$ cat config.mk
export PLATFORM = sky130hd
export DESIGN_NAME = euclidean_distance_3d_offset_top_flat
export DESIGN_NICKNAME = d
export VERILOG_FILES = /design/src/hw/rtl/eds_pkg.sv /design/src/hw/rtl/eds_chan_if.sv /design/src/hw/rtl/eds_front.sv /design/src/hw/rtl/eds_cell.sv /design/src/hw/rtl/euclidean_distance_3d_offset_top.sv /design/src/flat_wrapper.sv
export SDC_FILE = /design/constraint.sdc
export NUM_CORES = 2
export LEC_CHECK = 0
export BUFFER_PORTS_ARGS = -buffer_cell sky130_fd_sc_hd__buf_4
export CAP_MARGIN = 0
export CORE_MARGIN = 8
export CORE_UTILIZATION = 35
export CTS_CLUSTER_SIZE = 30
export DETAILED_ROUTE_END_ITERATION = 10
export HOLD_SLACK_MARGIN = 0.03
export PLACE_DENSITY_LB_ADDON = 0.3
export SLEW_MARGIN = 20
export SYNTH_ARGS = -nofsm -noshare
export SYNTH_HDL_FRONTEND = slang
export SYNTH_SLANG_ARGS = --single-unit
$ cat constraint.sdc
create_clock -name clk -period 32.4 [get_ports clk]
set_clock_uncertainty 0.2 [all_clocks]
set_input_delay 1.62 -clock clk [delete_from_list [all_inputs] [get_ports clk]]
set_output_delay 1.62 -clock clk [all_outputs]
set_load 0.01 [all_outputs]
$ cat src/hw/rtl/eds_pkg.sv
package eds_pkg;

  // Field and datapath widths
  localparam int COORD_W      = 16;
  localparam int DIFF_W       = COORD_W + 2;
  localparam int MAG_W        = COORD_W + 1;
  localparam int SQ_W         = 2 * MAG_W;
  localparam int SUM_W        = SQ_W + 2;
  localparam int FRAC_BITS    = 12;
  localparam int ROOT_SHIFT   = 2 * FRAC_BITS + 2;
  localparam int RESULT_SHIFT = 4;
  localparam int NUM_CELLS    = (SUM_W + ROOT_SHIFT) / 2;
  localparam int ROOT_W       = NUM_CELLS;
  localparam int REM_W        = ROOT_W + 2;
  localparam int DIST_W       = 26;

  typedef struct packed {
    logic signed [COORD_W-1:0] first_x;
    logic signed [COORD_W-1:0] first_y;
    logic signed [COORD_W-1:0] first_z;
    logic signed [COORD_W-1:0] second_x;
    logic signed [COORD_W-1:0] second_y;
    logic signed [COORD_W-1:0] second_z;
    logic signed [COORD_W-1:0] first_off_x;
    logic signed [COORD_W-1:0] first_off_y;
    logic signed [COORD_W-1:0] first_off_z;
    logic signed [COORD_W-1:0] second_off_x;
    logic signed [COORD_W-1:0] second_off_y;
    logic signed [COORD_W-1:0] second_off_z;
  } eds_in_t;

  typedef struct packed {
    logic [DIST_W-1:0] distance;
  } eds_out_t;

  // State handed from one root cell to the next
  typedef struct packed {
    logic              vld;
    logic [SUM_W-1:0]  pend;
    logic [REM_W-1:0]  rem;
    logic [ROOT_W-1:0] root;
  } eds_cell_t;

endpackage

$ cat src/hw/rtl/eds_chan_if.sv
interface eds_chan_if #(parameter type T = logic) ();
  logic valid;
  logic ready;
  T     data;

  modport source(output valid, output data, input ready);
  modport sink(input valid, input data, output ready);
endinterface

$ cat src/hw/rtl/eds_front.sv
module eds_front import eds_pkg::*; (
  input  logic      clk,
  input  logic      rst_n,
  input  logic      en,
  input  logic      req_vld_i,
  input  eds_in_t   req_i,
  output eds_cell_t cell_o
);

  logic                     d_vld_r, sq_vld_r, sum_vld_r;
  logic signed [DIFF_W-1:0] dx_r, dy_r, dz_r;
  logic signed [DIFF_W-1:0] dx_nxt, dy_nxt, dz_nxt;
  logic [MAG_W-1:0]         mx, my, mz;
  logic [SQ_W-1:0]          sqx_r, sqy_r, sqz_r;
  logic [SUM_W-1:0]         sum_r, sum_nxt;

  // Form the offset points and their differences
  assign dx_nxt = DIFF_W'(req_i.first_x) + DIFF_W'(req_i.first_off_x)
                - DIFF_W'(req_i.second_x) - DIFF_W'(req_i.second_off_x);
  assign dy_nxt = DIFF_W'(req_i.first_y) + DIFF_W'(req_i.first_off_y)
                - DIFF_W'(req_i.second_y) - DIFF_W'(req_i.second_off_y);
  assign dz_nxt = DIFF_W'(req_i.first_z) + DIFF_W'(req_i.first_off_z)
                - DIFF_W'(req_i.second_z) - DIFF_W'(req_i.second_off_z);

  // Take magnitudes for the squares
  assign mx = dx_r[DIFF_W-1] ? MAG_W'(-dx_r) : dx_r[MAG_W-1:0];
  assign my = dy_r[DIFF_W-1] ? MAG_W'(-dy_r) : dy_r[MAG_W-1:0];
  assign mz = dz_r[DIFF_W-1] ? MAG_W'(-dz_r) : dz_r[MAG_W-1:0];

  assign sum_nxt = SUM_W'(sqx_r) + SUM_W'(sqy_r) + SUM_W'(sqz_r);

  // Advance stage valids
  always_ff @(posedge clk) begin
    if (!rst_n) begin
      d_vld_r   <= 1'b0;
      sq_vld_r  <= 1'b0;
      sum_vld_r <= 1'b0;
    end else if (en) begin
      d_vld_r   <= req_vld_i;
      sq_vld_r  <= d_vld_r;
      sum_vld_r <= sq_vld_r;
    end
  end

  // Advance payload: difference, square, sum
  always_ff @(posedge clk) begin
    if (en) begin
      dx_r  <= dx_nxt;
      dy_r  <= dy_nxt;
      dz_r  <= dz_nxt;
      sqx_r <= SQ_W'(mx) * SQ_W'(mx);
      sqy_r <= SQ_W'(my) * SQ_W'(my);
      sqz_r <= SQ_W'(mz) * SQ_W'(mz);
      sum_r <= sum_nxt;
    end
  end

  assign cell_o.vld  = sum_vld_r;
  assign cell_o.pend = sum_r;
  assign cell_o.rem  = '0;
  assign cell_o.root = '0;

endmodule

$ cat src/hw/rtl/eds_cell.sv
module eds_cell import eds_pkg::*; (
  input  logic      clk,
  input  logic      rst_n,
  input  logic      en,
  input  eds_cell_t cell_i,
  output eds_cell_t cell_o
);

  logic [REM_W-1:0]  rem_sh, trial, rem_nxt;
  logic              ge;
  logic              vld_r;
  logic [SUM_W-1:0]  pend_r;
  logic [REM_W-1:0]  rem_r;
  logic [ROOT_W-1:0] root_r;

  // Bring down the next radicand pair and try one root bit
  assign rem_sh  = {cell_i.rem[REM_W-3:0], cell_i.pend[SUM_W-1 -: 2]};
  assign trial   = {cell_i.root, 2'b01};
  assign ge      = (rem_sh >= trial);
  assign rem_nxt = ge ? (rem_sh - trial) : rem_sh;

  always_ff @(posedge clk) begin
    if (!rst_n) begin
      vld_r <= 1'b0;
    end else if (en) begin
      vld_r <= cell_i.vld;
    end
  end

  always_ff @(posedge clk) begin
    if (en) begin
      pend_r <= {cell_i.pend[SUM_W-3:0], 2'b00};
      rem_r  <= rem_nxt;
      root_r <= {cell_i.root[ROOT_W-2:0], ge};
    end
  end

  assign cell_o.vld  = vld_r;
  assign cell_o.pend = pend_r;
  assign cell_o.rem  = rem_r;
  assign cell_o.root = root_r;

endmodule

$ cat src/hw/rtl/euclidean_distance_3d_offset_top.sv
// 3D distance between two offset points, about 256 * sqrt(S).
//
// in_ch carries one request: two points and one offset vector per point
// (send zero offsets when unused, zero z fields for a 2D query). out_ch
// returns one distance per request, in request order. Both channels move a
// request at a clock edge where valid and ready are both high.
//
// Path from accept to out_ch.valid: three front stages (difference,
// square, sum), a chain of 31 root cells that each settle one root bit,
// and the rounding output register. Throughput is one request per cycle
// while out_ch.ready stays high.
//
// When the receiver stalls, one further result lands in a skid register and
// in_ch.ready stays high until then; once the skid register is full the whole
// chain holds and in_ch.ready drops until out_ch.ready returns.
//
// Synchronous active-low reset clears all valids; the block comes out of
// reset empty and ready.
module euclidean_distance_3d_offset_top import eds_pkg::*; (
  input logic        clk,
  input logic        rst_n,
  eds_chan_if.sink   in_ch,
  eds_chan_if.source out_ch
);

  logic              en;
  logic              new_vld;
  logic [ROOT_W:0]   rnd;
  eds_out_t          new_data;
  eds_cell_t         cell_q [0:NUM_CELLS];
  logic              out_vld_r, skid_vld_r;
  eds_out_t          out_data_r, skid_data_r;

  assign en          = !skid_vld_r;
  assign in_ch.ready = en;

  eds_front u_front (
    .clk       (clk),
    .rst_n     (rst_n),
    .en        (en),
    .req_vld_i (in_ch.valid),
    .req_i     (in_ch.data),
    .cell_o    (cell_q[0])
  );

  // Chain of root cells, one root bit each
  for (genvar i = 0; i < NUM_CELLS; i++) begin : g_cell
    eds_cell u_cell (
      .clk    (clk),
      .rst_n  (rst_n),
      .en     (en),
      .cell_i (cell_q[i]),
      .cell_o (cell_q[i+1])
    );
  end

  // Round off the root's lowest bit, then drop four more low bits
  assign rnd               = {1'b0, cell_q[NUM_CELLS].root} + (ROOT_W+1)'(1);
  assign new_data.distance = rnd[RESULT_SHIFT+1 +: DIST_W];
  assign new_vld           = cell_q[NUM_CELLS].vld && en;

  // Output register with one skid entry
  always_ff @(posedge clk) begin
    if (!rst_n) begin
      out_vld_r  <= 1'b0;
      skid_vld_r <= 1'b0;
    end else if (!out_vld_r || out_ch.ready) begin
      out_vld_r  <= skid_vld_r || new_vld;
      skid_vld_r <= 1'b0;
    end else if (new_vld) begin
      skid_vld_r <= 1'b1;
    end
  end

  always_ff @(posedge clk) begin
    if (!out_vld_r || out_ch.ready) begin
      out_data_r <= skid_vld_r ? skid_data_r : new_data;
    end else if (new_vld) begin
      skid_data_r <= new_data;
    end
  end

  assign out_ch.valid = out_vld_r;
  assign out_ch.data  = out_data_r;

  // Skid entry is only ever occupied behind a waiting result
  a_skid_behind_out: assert property (@(posedge clk) disable iff (!rst_n)
    skid_vld_r |-> out_vld_r)
    else $error("skid entry full while output register empty");

  // Skid entry fills only when the receiver stalled a result
  a_skid_fill_on_stall: assert property (@(posedge clk) disable iff (!rst_n)
    $rose(skid_vld_r) |-> $past(out_vld_r && !out_ch.ready))
    else $error("skid entry filled without a stall");

  // Final remainder stays within the floor-root bound
  a_root_rem_bound: assert property (@(posedge clk) disable iff (!rst_n)
    cell_q[NUM_CELLS].vld |->
      (cell_q[NUM_CELLS].rem <= REM_W'({cell_q[NUM_CELLS].root, 1'b0})))
    else $error("root remainder exceeds twice the root");

endmodule
$ cat src/flat_wrapper.sv
// flat-port wrapper written by rule: the top's interface ports become plain ports
module euclidean_distance_3d_offset_top_flat import eds_pkg::*;
  (clk, rst_n, in_ch_valid, in_ch_data, in_ch_ready, out_ch_valid, out_ch_data, out_ch_ready);
  eds_chan_if in_ch_i ();
  eds_chan_if out_ch_i ();
  input logic clk;
  input logic rst_n;
  input wire logic [$bits(in_ch_i.valid)-1:0] in_ch_valid;
  input wire logic [$bits(in_ch_i.data)-1:0] in_ch_data;
  output wire logic [$bits(in_ch_i.ready)-1:0] in_ch_ready;
  output wire logic [$bits(out_ch_i.valid)-1:0] out_ch_valid;
  output wire logic [$bits(out_ch_i.data)-1:0] out_ch_data;
  input wire logic [$bits(out_ch_i.ready)-1:0] out_ch_ready;
  assign in_ch_i.valid = in_ch_valid;
  assign in_ch_i.data = in_ch_data;
  assign in_ch_ready = in_ch_i.ready;
  assign out_ch_valid = out_ch_i.valid;
  assign out_ch_data = out_ch_i.data;
  assign out_ch_i.ready = out_ch_ready;
  euclidean_distance_3d_offset_top u_core (.clk(clk), .rst_n(rst_n), .in_ch(in_ch_i), .out_ch(out_ch_i));
endmodule
==> After elaboration in Yosys (flattened, before gate mapping) <==
Index checks and enable logic that the tools add are counted.
{ "op_classes": {"add_sub_neg": 32, "multipliers": 1, "magnitude_cmp": 30, "muxes": 31, "bitwise_logic": 2, "n_reduce_logical": 7} }
{ "ops": {"columns": ["operator", "n"], "rows": [
  ["31-bit two-way mux", 28],
  ["17-bit by 17-bit multiplier with 34-bit output", 1],
  ["33-bit by 10-bit >= comparator with 1-bit output", 1],
  ["33-bit by 11-bit >= comparator with 1-bit output", 1],
  ["33-bit by 12-bit >= comparator with 1-bit output", 1],
  ["33-bit by 13-bit >= comparator with 1-bit output", 1],
  ["33-bit by 14-bit >= comparator with 1-bit output", 1],
  ["33-bit by 15-bit >= comparator with 1-bit output", 1],
  ["33-bit by 16-bit >= comparator with 1-bit output", 1],
  ["33-bit by 17-bit >= comparator with 1-bit output", 1],
  ["33-bit by 18-bit >= comparator with 1-bit output", 1],
  ["33-bit by 19-bit >= comparator with 1-bit output", 1],
  ["33-bit by 20-bit >= comparator with 1-bit output", 1],
  ["33-bit by 21-bit >= comparator with 1-bit output", 1],
  ["33-bit by 22-bit >= comparator with 1-bit output", 1],
  ["33-bit by 23-bit >= comparator with 1-bit output", 1],
  ["33-bit by 24-bit >= comparator with 1-bit output", 1],
  ["33-bit by 25-bit >= comparator with 1-bit output", 1],
  ["33-bit by 26-bit >= comparator with 1-bit output", 1],
  ["33-bit by 27-bit >= comparator with 1-bit output", 1],
  ["33-bit by 28-bit >= comparator with 1-bit output", 1],
  ["33-bit by 29-bit >= comparator with 1-bit output", 1],
  ["33-bit by 3-bit >= comparator with 1-bit output", 1],
  ["33-bit by 30-bit >= comparator with 1-bit output", 1],
  ["49 further kinds", 52]
]} }
{ "word_totals": {"regBits": 1726, "in_bits": 5, "output_inout_bits": 3, "wordCells": 233} }

==> Logic depth before layout (Yosys ltp) <==
{ "logic_depth": {"word_depth": 4, "ltp_mapped": 15, "mapped_depth_nobuf": 13} }

==> Modules after synthesis <==
A second synthesis with hierarchy kept.
{ "hier_totals": {"cells_unflattened": 18644, "hier_area_um2": 207968.2} }
{ "by_module_without_submodules": {"columns": ["module", "n_inst", "cells_each", "area_each_um2"], "rows": [
  ["eds_cell (u_core.g_cell[0].u_cell ...)", 19, 489, 5436.5],
  ["eds_cell (u_core.g_cell[27].u_cell ...)", 12, 446, 5515.3],
  ["eds_front", 1, 3983, 38318.0],
  ["euclidean_distance_3d_offset_top", 1, 18, 173.9]
]} }

==> Worst setup path before layout <==
Ideal clock, no wire load.
{ "synth_timing": {"path_type": "register to register", "from": "register u_core.skid_vld_r", "to": "register u_core.out_data_r[0] in the netlist's numbering (data pin)", "setup_ps": 288, "arrival_time_ps": 27674, "slack_ps": 4238, "path_stages_with_launch": 4, "period_less_slack_ps": 28162, "path_cell_list": "dfxtp_1 -> clkbuf_1 -> inv_1 -> mux2_2"} }
{ "synth_via": {"elab_chain_cells": 1} }
{ "synth_rtl": {"columns": ["element", "line_no", "text"], "rows": [
  ["start: declaration", "euclidean_distance_3d_offset_top.sv:31", "logic out_vld_r, skid_vld_r;"],
  ["start signal: assignment", "euclidean_distance_3d_offset_top.sv:66", "skid_vld_r <= 1'b0;"],
  ["start signal: assignment", "euclidean_distance_3d_offset_top.sv:69", "skid_vld_r <= 1'b0;"],
  ["start signal: assignment", "euclidean_distance_3d_offset_top.sv:71", "skid_vld_r <= 1'b1;"],
  ["1-bit two-way mux", "euclidean_distance_3d_offset_top.sv:77", "out_data_r <= skid_vld_r ? skid_data_r : new_data;"],
  ["end signal: assignment", "euclidean_distance_3d_offset_top.sv:77", null],
  ["end: declaration", "euclidean_distance_3d_offset_top.sv:32", "eds_out_t out_data_r, skid_data_r;"]
]} }
No other way between the ends.
A chain may end at the register's enable or synchronous reset.

==> Worst setup path after layout <==
{ "layout_timing": {"from": "register u_core.g_cell[22].u_cell.rem_r[0]", "to": "register u_core.g_cell[23].u_cell.rem_r[28] (data pin)"} }
{ "layout_via": {"elab_chain_cells": 2, "word_cells_on_any_way": 3} }
{ "layout_rtl": {"columns": ["element", "line_no", "text"], "rows": [
  ["start: declaration", "eds_cell.sv:13", "logic [REM_W-1:0] rem_r;"],
  ["start signal: assignment", "eds_cell.sv:33", "rem_r <= rem_nxt;"],
  ["31-bit by 24-bit subtractor with 31-bit output or 33-bit by 24-bit >= comparator with 1-bit output (tied branches)", "eds_cell.sv:20, eds_cell.sv:19", null],
  ["31-bit two-way mux *", "eds_cell.sv:20", "assign rem_nxt = ge ? (rem_sh - trial) : rem_sh;"],
  ["net u_core.g_cell[23].u_cell.rem_nxt[28]", "eds_cell.sv:9", "logic [REM_W-1:0] rem_sh, trial, rem_nxt;"],
  ["end signal: assignment", "eds_cell.sv:33", null],
  ["end: declaration", "eds_cell.sv:13", null]
]} }
The timed path passes the listed nets; every way through them passes the cells marked *.

==> flow_summary.toml <==
[min_path]
hp-class = "register to register"

[synth]
syn_inst = 6047
async_flop_share_pct = 0
ys_ff_latch = 1287
netlist_area_um2 = 68770
ys_warn_count = 0
yosysSeqAreaShare_pct = 55.68
synth_cell_types = 84
synth_flop_cell = "edfxtp_1"
syn_avg_cell_area_um2 = 11.37
synth_edf_count = 1251

[pwr]
vdd_drop_max_v = 0.00004789
p_per_area_nw_per_um2 = 60.40
p_leak_nw = 31.67

[clock_tree]
cts_setup_buffers = 0
clockRootBuffer = "clkbuf_16"
cts_tree = "done"
htree_levels = 4
clock_sinks = 1287
insertion_delay_ns = 0.79
holdBufCountCts = 0
clk_pin_slew_ns = 0.06
cts_resized = 0
cts-buffers-inserted = 149
clock_path_buffers = 3

[floorplanning]
die_y_um = 459.3
die_w_um = 459.3
dieArea_um2 = 210900
start_util_pct = 35.27
ios = 8
core_um2 = 195000
rows = 162

[setup_path]
worst-setup-path-type = "register to register"
critical-path-top-delay-family = "compound AO/OA/AOI/OAI gates"
path_buf_inv = 1
cp-end-kind = "register"
crit_fanout = 32
max_stage_delay_ns = 0.84
worstPathRequired_ns = 32.73
r2r_slack_ns = 27.20
slowest_stage = "nor2b_1"
path_cells = "ha_1, a211o_1, a2111oi_0, o31a_1, a21oi_1, nor2_1, o21ai_0, nor2b_1, inv_1, o211ai_1, or4b_2, xnor2_1"
startpoint_type = "register"
arrival_ns = 5.54

[cells_and_area]
area_delta_synth_final_pct = 11.76
utilization_pct = 39.41
nets = 6547
design_area_um2 = 76850
fillers = 18667
drive_gt1_share_pct = 6.204

[global_routing]
grt_max_degree = 137
grt_pass1_wl_um = 228100
gr-total-overflow = 0
antenna_found_initial = 1
grt_util_all_layers_pct = 13.00
grt_pass1_vias = 43428

[sta]
fmax_mhz = 192.2
fin_crit_ns = 5.204
timing.final.crit_share_pct = 16.06
setup_tns_ns = 0
slew_violations = 0
slew_headroom_pct = 30.26
setup_viol = 0
hold_viol = 0
rsz0062_at_grt = "no"
tightest_slew_ns = 1.044
worst_slack_ns = 27.20

[place]
dp_hpwl_um = 100800
dpl_cell_area_um2 = 71970
pre_cts_slack_ns = 27.19
io_buffers = 7
place_congestion = 0.8324

[route]
drtIter0Drc = 3006
vias = 44218
drtAntennaViolNets = 0
drt-wirelength-per-cell_um = 15.77
first_pass_iters = 5
wirelength_um = 139700
via_per_inst = 4.989
drc = 0

[status]
outcome = "finished, final reports clean"

[job]
drv_cap = 0
per-layer routing:
layer / track usage (%) / vias up / share of wire (%)
met5: 0 / - / 0
met3: 2.028 / 230 / 3.2
met2: 22.51 / 652 / 49
met1: 16.83 / 21204 / 46
met4: 3.848 / 0 / 2.3
li1: - / 22132 / -
cells in the final DEF, fill, tap and decap left out, types with 139 or more instances in the layout:
master        n
clkbuf_16   151
nand2_1     411
inv_1       532
ha_1        395
nor2_1      440
xnor2_1     254
a21oi_1     410
o21ai_0     318
xor2_1      365
nor3_1      178
edfxtp_1   1251
a21o_1      139
synthesized netlist by cell type (17+ instances only):
library cell / instances / share of area (%)
or4_1: 52 / 0.57
nor2b_1: 97 / 0.88
and3_1: 31 / 0.28
clkbuf_1: 126 / 0.69
nand2b_1: 77 / 0.70
a21oi_1: 412 / 3.0
fa_1: 25 / 0.73
inv_1: 533 / 2.9
o21ai_0: 319 / 2.3
o31ai_1: 43 / 0.47
a21o_1: 139 / 1.5
nor4_1: 87 / 0.79
xor2_1: 365 / 4.6
nand3_1: 94 / 0.68
xnor2_1: 254 / 3.2
or2_2: 40 / 0.36
edfxtp_1: 1251 / 55
nor2_1: 440 / 2.4
o21a_1: 60 / 0.66
mux2_2: 44 / 0.72
ha_1: 395 / 7.2
a31oi_1: 43 / 0.39
nand4_1: 45 / 0.41
nand2_1: 411 / 2.2
dfxtp_1: 36 / 1.0
o21bai_1: 31 / 0.34
a31o_2: 17 / 0.22
o211ai_1: 28 / 0.31
mux2i_1: 36 / 0.52
nand3b_1: 18 / 0.20
nor3_1: 178 / 1.3
or3_1: 76 / 0.69
a211oi_1: 36 / 0.39
metrics by stage:
step / instances / total power, mW / hold WS [ns]
CTS: 8860 / 4.706 / 0.2129
global placement: 8593 / 3.012 / 0.2045
finish: 8863 / 4.641 / 0.2124
floorplan: 6065 / 2.793 / 0.2003
detailed placement: 8593 / 3.021 / 0.2052
global route: 8863 / 4.870 / 0.2222
worst register-to-register path, delay by kind of cell, from the launching register on:
family	cells	cell delay [ns]
AOI/OAI and AO/OA	6	1.93
and+or+nand+nor	3	1.26
buffers and inverters	1	0.75
DFF	1	0.45
adders and majority gates	1	0.32
xor gates and xnor gates	1	0.05
worst paths after layout:
check / start / end / depth (start not counted)
worst max-delay path: u_core.g_cell[22].u_cell.rem_r[0] / u_core.g_cell[23].u_cell.rem_r[28] / 12
worst min-delay path: u_core.g_cell[7].u_cell.pend_r[16] / u_core.g_cell[8].u_cell.pend_r[18] / 0
worst max register to register: u_core.g_cell[22].u_cell.rem_r[0] / u_core.g_cell[23].u_cell.rem_r[28] / 12
worst min register to register: u_core.g_cell[7].u_cell.pend_r[16] / u_core.g_cell[8].u_cell.pend_r[18] / 0
sequential cells by signal, summed over array words and instances, names as in the netlist:
| signal | count |
|---|---|
| u_core.g_cell.u_cell.rem_r | 832 |
| u_core.g_cell.u_cell.root_r | 397 |
| u_core.g_cell.u_cell.vld_r | 31 |
| u_core.g_cell.u_cell.pend_r | 17 |
| u_core.out_ch.valid | 1 |
| u_core.out_data_r | 1 |
| u_core.skid_data_r | 1 |
| u_core.skid_vld_r | 1 |
| u_core.u_front.d_vld_r | 1 |
| u_core.u_front.dz_r | 1 |
| u_core.u_front.sq_vld_r | 1 |
| u_core.u_front.sqz_r | 1 |
| u_core.u_front.sum_r | 1 |
| u_core.u_front.sum_vld_r | 1 |
area by class of cell:
class	count	area [µm²]	area share [%]
timing repair buffer	44	375.4	0.4884
sequential	1287	38290	49.82
tap	2624	3283	4.272
antenna	1	2.502	0.003256
inverter	536	2019	2.628
clock inverter	80	834.6	1.086
multi-input combinational	4104	28050	36.50
clock buffer	187	3998	5.202
power by group:
part           switching (mW)  leakage [nW]  internal (mW)
sequential              0.211          12.4           2.14
combinational           0.354          16.9          0.291
clock                   0.677          2.35          0.974
logic make-up after synthesis:
| family | after synthesis | share of synthesized area [%] |
|---|---|---|
| buffers and inverters | 674 | 3.701 |
| and+or+nand+nor | 1708 | 12.28 |
| DFF | 1287 | 55.68 |
| muxes | 81 | 1.261 |
| AOI/OAI and AO/OA | 1256 | 11.27 |
| xor gates and xnor gates | 619 | 7.884 |
| adders and majority gates | 420 | 7.915 |
| other | 2 | 0.01092 |
Power figures use the tool's default switching activity.
